### src/rtl/audio_frame_header_parser_unit_defines.svh
// Assertion macros shared by the parser RTL.
`ifndef AUDIO_FRAME_HEADER_PARSER_UNIT_DEFINES_SVH
`define AUDIO_FRAME_HEADER_PARSER_UNIT_DEFINES_SVH
// Implication checked at every clock edge outside reset.
`define AFHP_ASSERT_IMP(label, clk, rst_n, lhs, rhs, msg) \
	label: assert property (@(posedge clk) disable iff (!rst_n) (lhs) |-> (rhs)) \
		else $error(msg);
// Implication with the right side checked in the cycle after the left side.
`define AFHP_ASSERT_NEXT(label, clk, rst_n, lhs, rhs, msg) \
	label: assert property (@(posedge clk) disable iff (!rst_n) (lhs) |=> (rhs)) \
		else $error(msg);
`endif

### src/rtl/afhp_pkg.sv
package afhp_pkg;

	localparam int unsigned BufferBytes = 262144;

	typedef enum logic [2:0] {
		CODEC_NONE = 3'd0,
		CODEC_MPG  = 3'd1,
		CODEC_AC3  = 3'd2,
		CODEC_EAC3 = 3'd3,
		CODEC_ADTS = 3'd4
	} codec_t;

	// Result item as carried between stages.
	typedef struct packed {
		logic [18:0] frame_size;
		logic [16:0] sample_rate;
		logic [3:0]  channel_count;
		logic [2:0]  codec;
	} result_t;

	// MPEG audio bitrate in kbit/s by lsf, layer - 1 and index.
	function automatic logic [8:0] mpa_kbps(input logic lsf, input logic [1:0] lay,
			input logic [3:0] idx);
		logic [8:0] v;
		v = 9'd0;
		if (!lsf) begin
			unique case (lay)
				2'd0: begin
					v = (idx == 4'd15) ? 9'd0 : 9'({5'd0, idx} * 9'd32);
				end
				2'd1: begin
					unique case (idx)
						4'd1: v = 9'd32;  4'd2: v = 9'd48;  4'd3: v = 9'd56;
						4'd4: v = 9'd64;  4'd5: v = 9'd80;  4'd6: v = 9'd96;
						4'd7: v = 9'd112; 4'd8: v = 9'd128; 4'd9: v = 9'd160;
						4'd10: v = 9'd192; 4'd11: v = 9'd224; 4'd12: v = 9'd256;
						4'd13: v = 9'd320; 4'd14: v = 9'd384;
						default: v = 9'd0;
					endcase
				end
				default: begin
					unique case (idx)
						4'd1: v = 9'd32;  4'd2: v = 9'd40;  4'd3: v = 9'd48;
						4'd4: v = 9'd56;  4'd5: v = 9'd64;  4'd6: v = 9'd80;
						4'd7: v = 9'd96;  4'd8: v = 9'd112; 4'd9: v = 9'd128;
						4'd10: v = 9'd160; 4'd11: v = 9'd192; 4'd12: v = 9'd224;
						4'd13: v = 9'd256; 4'd14: v = 9'd320;
						default: v = 9'd0;
					endcase
				end
			endcase
		end else begin
			if (lay == 2'd0) begin
				unique case (idx)
					4'd1: v = 9'd32;  4'd2: v = 9'd48;  4'd3: v = 9'd56;
					4'd4: v = 9'd64;  4'd5: v = 9'd80;  4'd6: v = 9'd96;
					4'd7: v = 9'd112; 4'd8: v = 9'd128; 4'd9: v = 9'd144;
					4'd10: v = 9'd160; 4'd11: v = 9'd176; 4'd12: v = 9'd192;
					4'd13: v = 9'd224; 4'd14: v = 9'd256;
					default: v = 9'd0;
				endcase
			end else begin
				unique case (idx)
					4'd1: v = 9'd8;   4'd2: v = 9'd16;  4'd3: v = 9'd24;
					4'd4: v = 9'd32;  4'd5: v = 9'd40;  4'd6: v = 9'd48;
					4'd7: v = 9'd56;  4'd8: v = 9'd64;  4'd9: v = 9'd80;
					4'd10: v = 9'd96; 4'd11: v = 9'd112; 4'd12: v = 9'd128;
					4'd13: v = 9'd144; 4'd14: v = 9'd160;
					default: v = 9'd0;
				endcase
			end
		end
		return v;
	endfunction

	// AC-3 frame length in 16-bit words by size code and rate code.
	function automatic logic [10:0] dd_words(input logic [5:0] code, input logic [1:0] fs);
		logic [10:0] base;
		logic [10:0] w441;
		base = 11'd0;
		w441 = 11'd0;
		unique case (code[5:1])
			5'd0: begin base = 11'd64; w441 = 11'd69; end
			5'd1: begin base = 11'd80; w441 = 11'd87; end
			5'd2: begin base = 11'd96; w441 = 11'd104; end
			5'd3: begin base = 11'd112; w441 = 11'd121; end
			5'd4: begin base = 11'd128; w441 = 11'd139; end
			5'd5: begin base = 11'd160; w441 = 11'd174; end
			5'd6: begin base = 11'd192; w441 = 11'd208; end
			5'd7: begin base = 11'd224; w441 = 11'd243; end
			5'd8: begin base = 11'd256; w441 = 11'd278; end
			5'd9: begin base = 11'd320; w441 = 11'd348; end
			5'd10: begin base = 11'd384; w441 = 11'd417; end
			5'd11: begin base = 11'd448; w441 = 11'd487; end
			5'd12: begin base = 11'd512; w441 = 11'd557; end
			5'd13: begin base = 11'd640; w441 = 11'd696; end
			5'd14: begin base = 11'd768; w441 = 11'd835; end
			5'd15: begin base = 11'd896; w441 = 11'd975; end
			5'd16: begin base = 11'd1024; w441 = 11'd1114; end
			5'd17: begin base = 11'd1152; w441 = 11'd1253; end
			5'd18: begin base = 11'd1280; w441 = 11'd1393; end
			default: begin base = 11'd0; w441 = 11'd0; end
		endcase
		unique case (fs)
			2'd0: return base;
			2'd1: return 11'(w441 + {10'd0, code[0]});
			default: return 11'(base + (base >> 1));
		endcase
	endfunction

	function automatic logic [2:0] dd_chan(input logic [2:0] acmod);
		unique case (acmod)
			3'd0: return 3'd2;
			3'd1: return 3'd1;
			3'd2: return 3'd2;
			3'd3, 3'd4: return 3'd3;
			3'd5, 3'd6: return 3'd4;
			default: return 3'd5;
		endcase
	endfunction

	function automatic logic [16:0] dd_rate(input logic [1:0] fs);
		unique case (fs)
			2'd0: return 17'd48000;
			2'd1: return 17'd44100;
			2'd2: return 17'd32000;
			default: return 17'd0;
		endcase
	endfunction

	function automatic logic [16:0] aac_rate(input logic [3:0] idx);
		unique case (idx)
			4'd0: return 17'd96000;  4'd1: return 17'd88200;
			4'd2: return 17'd64000;  4'd3: return 17'd48000;
			4'd4: return 17'd44100;  4'd5: return 17'd32000;
			4'd6: return 17'd24000;  4'd7: return 17'd22050;
			4'd8: return 17'd16000;  4'd9: return 17'd12000;
			4'd10: return 17'd11025; 4'd11: return 17'd8000;
			4'd12: return 17'd7350;
			default: return 17'd0;
		endcase
	endfunction

	// MPEG sample rate by index, already divided for lsf streams.
	function automatic logic [16:0] mpa_rate(input logic [1:0] idx, input logic [1:0] sh);
		logic [16:0] r;
		unique case (idx)
			2'd0: r = 17'd44100;
			2'd1: r = 17'd48000;
			2'd2: r = 17'd32000;
			default: r = 17'd0;
		endcase
		return r >> sh;
	endfunction

endpackage

### src/rtl/audio_frame_header_parser_unit.sv
// Audio frame header parser.
// Slave channel s_axis_*: one transfer per candidate position carrying seven
// header bytes and the count of bytes available there. Master channel
// m_axis_*: one transfer per input with codec, channel count (LFE included),
// sample rate in hertz and frame length in bytes (0 when incomplete).
// Sync priority is MPEG audio, then AC-3 / E-AC-3, then ADTS.
// Throughput is one item per cycle while the receiver does not stall.
// Stage 1 matches sync and looks up tables, stage 2
// forms the MPEG numerator, stages 3 to 19 divide by the sample rate (the
// first of them takes the top eleven numerator bits at once, the others one
// quotient bit each), and the final stage applies padding and the limit.
// The divider is the longest part of the pipeline and sets the latency.
// When the receiver stalls with a result waiting, every stage holds and
// s_axis_tready is low; nothing is lost or repeated.
// Reset (arst_n low) empties all stages; payload registers are not cleared.
`include "audio_frame_header_parser_unit_defines.svh"

module audio_frame_header_parser_unit (
	input  logic        clk,
	input  logic        arst_n,
	input  logic        s_axis_tvalid,
	output logic        s_axis_tready,
	// byte0[7:0], byte1[15:8], ... byte6[55:48], avail[74:56], zero fill
	input  logic [79:0] s_axis_tdata,
	output logic        m_axis_tvalid,
	input  logic        m_axis_tready,
	// codec[2:0], channel_count[6:3], sample_rate[23:7], frame_size[42:24], zero fill
	output logic [47:0] m_axis_tdata
);
	import afhp_pkg::*;

	localparam int unsigned NumW = 27;
	localparam int unsigned DivStages = 17;

	// One stage's payload for the divide.
	typedef struct packed {
		result_t     res;
		logic        is_mpa;
		logic [1:0]  mode;
		logic        pad;
		logic [18:0] avail;
		logic [NumW-1:0] rem;
		logic [NumW-1:0] quo;
	} div_t;

	logic        v_s1;
	logic        stall;
	logic [7:0]  b [7];
	logic [18:0] n_in;

	// Stage 1 results.
	result_t     res_s1;
	logic        is_mpa_s1;
	logic [1:0]  mode_s1;
	logic        pad_s1;
	logic [8:0]  kb_s1;
	logic [18:0] avail_s1;

	logic [DivStages:0] dv_q;
	div_t        dd_q [DivStages+1];
	logic        out_v_q;
	result_t     out_q;

	assign stall = out_v_q && !m_axis_tready;
	assign s_axis_tready = !stall;
	assign m_axis_tvalid = out_v_q;
	assign m_axis_tdata = {5'd0, out_q.frame_size, out_q.sample_rate,
		out_q.channel_count, out_q.codec};

	always_comb begin
		for (int i = 0; i < 7; i++) begin
			b[i] = s_axis_tdata[8*i +: 8];
		end
		n_in = (s_axis_tdata[74:56] > 19'(BufferBytes)) ? 19'(BufferBytes)
			: s_axis_tdata[74:56];
	end

	// Stage 1: sync match and table lookups.
	always_ff @(posedge clk) begin
		logic sm, sd, sa, lsf, eac;
		logic [1:0] sh, lay;
		logic [16:0] r;
		logic [2:0] acm, conf;
		logic lfe;
		logic [5:0] code;
		logic [8:0] kb;
		result_t res;
		logic mpa;
		logic [1:0] md;
		if (!stall) begin
			sm = b[0] == 8'hFF && (b[1] & 8'hE0) == 8'hE0 && (b[1] & 8'h18) != 8'h08
				&& (b[1] & 8'h06) != 8'h00 && (b[2] & 8'hF0) != 8'hF0
				&& (b[2] & 8'h0C) != 8'h0C;
			sd = b[0] == 8'h0B && b[1] == 8'h77;
			sa = b[0] == 8'hFF && (b[1] & 8'hF6) == 8'hF0 && (b[2] & 8'h3C) != 8'h3C;
			lsf = !b[1][3];
			sh = lsf ? (b[1][4] ? 2'd1 : 2'd2) : 2'd0;
			lay = 2'(3'd3 - {1'b0, b[1][2:1]});
			r = mpa_rate(b[2][3:2], sh);
			eac = b[5][7:3] > 5'd10;
			kb = mpa_kbps(lsf, lay, b[2][7:4]);
			res = '0;
			mpa = 1'b0;
			md = 2'd0;
			if (n_in < 19'd3) begin
				res = '0;
			end else if (sm) begin
				res.codec = CODEC_MPG;
				res.frame_size = n_in;
				if (n_in >= 19'd4) begin
					res.channel_count = (b[3][7:6] == 2'd3) ? 4'd1 : 4'd2;
					res.sample_rate = r;
					mpa = 1'b1;
					md = (lay == 2'd0) ? 2'd0 : ((lay == 2'd2 && lsf) ? 2'd1 : 2'd2);
					if (r == 17'd0 || kb == 9'd0) begin
						res = '0;
						mpa = 1'b0;
					end
				end
			end else if (sd) begin
				res.codec = (n_in > 19'd5 && eac) ? CODEC_EAC3 : CODEC_AC3;
				res.frame_size = n_in;
				if (n_in >= 19'd7) begin
					if (eac) begin
						acm = b[4][3:1];
						lfe = b[4][0];
						res.sample_rate = dd_rate(b[4][7:6]);
						if (b[4][7:6] == 2'd3) begin
							res.sample_rate = dd_rate(b[4][5:4]) >> 1;
						end
						res.frame_size = 19'({8'd0, b[2][2:0], b[3]} + 19'd1) << 1;
						res.channel_count = 4'(dd_chan(acm)) + 4'(lfe);
						if (b[4][7:6] == 2'd3 && b[4][5:4] == 2'd3) begin
							res = '0;
						end
					end else begin
						code = b[4][5:0];
						acm = b[6][7:5];
						// The LFE flag sits after the optional mix level fields.
						if (acm == 3'd1 || acm == 3'd0) lfe = b[6][4];
						else if (acm == 3'd5 || acm == 3'd7) lfe = b[6][0];
						else lfe = b[6][2];
						res.sample_rate = dd_rate(b[4][7:6]);
						res.frame_size = 19'({dd_words(code, b[4][7:6]), 1'b0});
						res.channel_count = 4'(dd_chan(acm)) + 4'(lfe);
						if (b[4][7:6] == 2'd3 || code > 6'd37) begin
							res = '0;
						end
					end
				end
			end else if (sa) begin
				res.codec = CODEC_ADTS;
				res.frame_size = n_in;
				if (n_in >= 19'd6) begin
					conf = {b[2][0], b[3][7:6]};
					res.sample_rate = aac_rate(b[2][5:2]);
					res.frame_size = {6'd0, b[3][1:0], b[4], b[5][7:5]};
					res.channel_count = (conf == 3'd7) ? 4'd8 : 4'(conf);
					if (aac_rate(b[2][5:2]) == 17'd0 || conf == 3'd0) begin
						res = '0;
					end
				end
			end
			res_s1 <= res;
			is_mpa_s1 <= mpa;
			mode_s1 <= md;
			pad_s1 <= b[2][1];
			kb_s1 <= kb;
			avail_s1 <= n_in;
		end
	end

	always_ff @(posedge clk or negedge arst_n) begin
		if (!arst_n) begin
			v_s1 <= 1'b0;
			dv_q <= '0;
			out_v_q <= 1'b0;
		end else if (!stall) begin
			v_s1 <= s_axis_tvalid;
			dv_q <= {dv_q[DivStages-1:0], v_s1};
			out_v_q <= dv_q[DivStages];
		end
	end

	// Stage 2: numerator = constant times bitrate, one multiply.
	always_ff @(posedge clk) begin
		logic [17:0] k;
		div_t d;
		if (!stall) begin
			unique case (mode_s1)
				2'd0: k = 18'd12000;
				2'd1: k = 18'd72000;
				default: k = 18'd144000;
			endcase
			d.res = res_s1;
			d.is_mpa = is_mpa_s1;
			d.mode = mode_s1;
			d.pad = pad_s1;
			d.avail = avail_s1;
			d.rem = '0;
			d.quo = NumW'(k) * NumW'(kb_s1);
			dd_q[0] <= d;
		end
	end

	// Restoring divide: each stage resolves one quotient bit (numerator shifts
	// in from the top of quo while quotient bits fill the bottom).
	for (genvar g = 0; g < DivStages; g++) begin : g_div
		always_ff @(posedge clk) begin
			logic [NumW:0] t;
			logic [NumW-1:0] q;
			div_t d;
			if (!stall) begin
				d = dd_q[g];
				if (g == 0) begin
					// The top eleven numerator bits stay below any sample rate.
					t = {1'b0, d.rem[NumW-12:0], d.quo[NumW-1 -: 11]};
					q = d.quo << 11;
				end else begin
					t = {d.rem, d.quo[NumW-1]};
					q = d.quo << 1;
				end
				if (t >= {11'd0, d.res.sample_rate}) begin
					d.rem = NumW'(t - {11'd0, d.res.sample_rate});
					d.quo = q | NumW'(1);
				end else begin
					d.rem = NumW'(t);
					d.quo = q;
				end
				dd_q[g+1] <= d;
			end
		end
	end

	// Final stage: padding, layer I scaling and the completeness limit.
	always_ff @(posedge clk) begin
		logic [18:0] len;
		logic [NumW-1:0] qv;
		result_t o;
		if (!stall) begin
			o = dd_q[DivStages].res;
			len = o.frame_size;
			if (dd_q[DivStages].is_mpa) begin
				qv = dd_q[DivStages].quo + NumW'(dd_q[DivStages].pad);
				len = (dd_q[DivStages].mode == 2'd0) ? 19'(qv << 2) : 19'(qv);
			end
			o.frame_size = (len > dd_q[DivStages].avail) ? 19'd0 : len;
			out_q <= o;
		end
	end

	`AFHP_ASSERT_IMP(a_out_codec, clk, arst_n, m_axis_tvalid, m_axis_tdata[2:0] <= 3'd4, "codec out of range")
	`AFHP_ASSERT_NEXT(a_stall_hold, clk, arst_n, m_axis_tvalid && !m_axis_tready, m_axis_tvalid && $stable(m_axis_tdata), "stalled result changed")
	`AFHP_ASSERT_IMP(a_none_zero, clk, arst_n, m_axis_tvalid && m_axis_tdata[2:0] == 3'd0, m_axis_tdata[42:3] == 40'd0, "invalid result not zeroed")

endmodule

### config.mk
export PLATFORM = sky130hd
export DESIGN_NAME = audio_frame_header_parser_unit
export DESIGN_NICKNAME = d
export VERILOG_FILES = /design/src/rtl/afhp_pkg.sv /design/src/rtl/audio_frame_header_parser_unit.sv
export VERILOG_INCLUDE_DIRS = /design/src /design/src/rtl
export SDC_FILE = /design/constraint.sdc
export NUM_CORES = 2
export LEC_CHECK = 0
export BUFFER_PORTS_ARGS = -buffer_cell sky130_fd_sc_hd__buf_4
export CAP_MARGIN = 20
export CORE_MARGIN = 2
export CORE_UTILIZATION = 50
export CTS_CLUSTER_DIAMETER = 80
export CTS_CLUSTER_SIZE = 30
export DETAILED_ROUTE_END_ITERATION = 10
export GPL_TIMING_DRIVEN = 0
export PLACE_DENSITY = 0.72
export SYNTH_ARGS = -nofsm -noshare
export SYNTH_HDL_FRONTEND = slang
export SYNTH_SLANG_ARGS = --single-unit
### constraint.sdc
create_clock -name clk -period 189.9 [get_ports clk]
set_input_delay 28.485 -clock clk [delete_from_list [all_inputs] [get_ports clk]]
set_output_delay 28.485 -clock clk [all_outputs]
set_load 0.02 [all_outputs]
==> flow_metrics.tcl <==
set metrics [dict create \
    syn-cell-area_mm2 0.0860 \
    antenna_found_initial 4 \
    post_cts_resized 0 \
    synth_seq_cells 1963 \
    synthArstFlopShare_pct 1.02 \
    grt_pass1_wl_um 253000 \
    finalSetupViolCount 0 \
    leakagePower_nw 35.4 \
    drt.antenna.violating_nets 0 \
    clk_pin_slew_ps 110 \
    drcViolationCount 0 \
    core_area_mm2 0.171 \
    netlist-cell-type-count 107 \
    drt_iter0_drc 3579 \
    synth_top_area_cell "edfxtp_1" \
    worst-setup-path-type "primary input to output pin" \
    grt_use_total_pct 18.4 \
    arrival_ps 29130 \
    numCtsBuffers 103 \
    cts_buffer_depth 3 \
    cts_tree "done" \
    via_per_inst 5.45 \
    fp.dieH_um 419 \
    yosysMostFrequentCell "edfxtp_1" \
    via_count 47100 \
    power_density_mw_per_mm2 18.7 \
    overflow 0 \
    portBuffers 114 \
    clk_latency_ps 790 \
    cp_max_fo 7 \
    routabilityCongestion 0.936 \
    dr.pass1.iters 6 \
    grt_pass1_vias 45900 \
    final_area_mm2 0.0941 \
    finalHoldViolCount 0 \
    fin_crit_ps 57620 \
    synth_seq_area_share_pct 68.4 \
    switching_share_pct 35.5 \
    wl_per_cell_um 18.6 \
    synthFlopType "edfxtp_1" \
    drive_gt1_share_pct 7.82 \
    synthCells 6083 \
    htree_num_levels 3 \
    route.final.wire_length_um 161000 \
    dpl-instance-area_mm2 0.0905 \
    combinationalPowerShare_pct 37.7 \
    fin_nets 6866 \
    postCtsHoldBufs 0 \
    avgSynthCellArea_um2 14.1 \
    synth-edff-count 1943 \
    dpl.hpwl_um 118000 \
    clockPowerShare_pct 14.8 \
    critPathLaunchType "primary input" \
    ys_warn_count 0 \
    finClkSkew_ps 55.2 \
    die_w_um 419 \
    power.internal_mw 1.14 \
    io_pins 134 \
    clkSinkCount 1963 \
    fmax_ghz 0.0174 \
    status "finished clean" \
    post_cts_buffers 0 \
    synth.top_cells.by_count "edfxtp_1, inv_1, nand2_1" \
    grt_max_degree 80 \
    cp-end-kind "output pin" \
    period_share_pct 30.3 \
    tightest_slew_ps 1020 \
    holdCritPathClass "flop to flop" \
    power.share.sequential_pct 47.5 \
    drv_slew 0 \
    tns_ps 0 \
    ir_worst_vdd_uv 10.4 \
    fp-row-count 152 \
    required_ps 161410 \
    rsz0062_at_grt "no" \
    p_sw_mw 0.625 \
    root_buffer "clkbuf_16" \
    start_util_pct 50.2 \
    synth_top_area_share_pct 67.9 \
    ys_top_cells_by_area "edfxtp_1, ha_1, inv_1" \
    area_delta_synth_final_pct 9.50 \
    cap_violations 0 \
    slew_headroom_pct 31.1 \
    die_area_mm2 0.175 \
]
==> layout by cell type, fill, tap and decap left out, types with 54 or more instances in the layout <==
| cell type | n |
|---|---|
| a21o_1 | 98 |
| a21oi_1 | 265 |
| buf_4 | 122 |
| clkbuf_1 | 84 |
| clkbuf_16 | 103 |
| edfxtp_1 | 1943 |
| ha_1 | 394 |
| inv_1 | 470 |
| mux2_2 | 68 |
| nand2_1 | 444 |
| nand2b_1 | 75 |
| nand3_1 | 103 |
| nor2_1 | 301 |
| nor2b_1 | 99 |
| nor3_1 | 123 |
| nor4_1 | 54 |
| o21a_1 | 54 |
| o21ai_0 | 328 |
| xnor2_1 | 197 |
| xor2_1 | 186 |
==> cells by family (layout without fill, tap and decap cells) <==
family / after synthesis / after routing / share of synthesized area, %
AO/OA/AOI/OAI: 1114 / 1114 / 8.25
XOR/XNOR: 383 / 383 / 3.90
adder cells (fa/ha/maj): 443 / 443 / 6.87
buffers and inverters: 595 / 913 / 2.69
flip-flops: 1963 / 1963 / 68.4
multiplexers: 109 / 109 / 1.40
other: 1 / 6 / 0.00436
AND/OR/NAND/NOR: 1475 / 1475 / 8.42
==> worst paths after layout <==
check                                         start                    end  slack (ps)  cells after the start
max reg2reg                mode_s1[0]$_SDFFCE_PP0N_  dd_q[0][26]$_DFFE_PN_      184190                     19
min in group asynchronous                    arst_n   dv_q[10]$_DFFE_PN0N_       27580                      1
max                                   m_axis_tready          s_axis_tready      132290                      4
max in group asynchronous                    arst_n   dv_q[13]$_DFFE_PN0N_      162120                      1
min                           dd_q[2][62]$_DFFE_PN_  dd_q[3][62]$_DFFE_PN_         400                      0
min reg2reg                   dd_q[2][62]$_DFFE_PN_  dd_q[3][62]$_DFFE_PN_         400                      0
==> final cells by class <==
type                            instances  area (um^2)
Clock buffer                          103         2580
Fill cell                           13600        77000
Tap cell                             2233         2790
Timing Repair Buffer                  147         1680
Multi-Input combinational cell       3529        24800
Antenna cell                            1         2.50
Sequential cell                      1963        58800
Clock inverter                         68         1090
Buffer                                120          536
Inverter                              475         1780
==> metrics by stage <==
step,power [mW],utilization (%),worst slack (ps),cells,hold slack (ps)
global route,1.89,55.0,132250,8638,398
global placement,1.80,52.4,58890,8434,400
floorplan,1.56,-,80170,6087,400
finish,1.76,55.0,132290,8639,399
detailed placement,1.51,52.9,132280,8466,405
CTS,1.77,55.0,132270,8637,390
==> power by group through the flow <==
stage | Combinational (mW) | Clock (mW) | Sequential (mW)
2_1_floorplan | 0.498 | 0 | 1.06
3_3_place_gp | 0.636 | 0 | 1.17
3_5_place_dp | 0.659 | 0 | 0.847
4_1_cts | 0.663 | 0.270 | 0.840
5_1_grt | 0.746 | 0.283 | 0.858
6_report | 0.664 | 0.260 | 0.837
==> state kept, by name (all words and copies together) (netlist names), 2 cells and up <==
register      count
dd_q           1828
kb_s1             6
res_s1           43
avail_s1         19
dv_q             18
mode_s1           2
m_axis_tdata     43
==> routing by layer <==
layer / GRT usage, % / up-vias / part of all wire [%]
met5: 0 / - / 0
met2: 30.4 / 951 / 48
li1: - / 23000 / -
met3: 2.37 / 261 / 3.9
met1: 25.5 / 22900 / 45
met4: 5.79 / 0 / 3.1
==> critical path, stage by stage <==
cell	delay, ps
buf_4	100
nand2b_1	170
clkbuf_4	200
buf_4	170
Note: power is estimated with default switching activity, not from simulation.
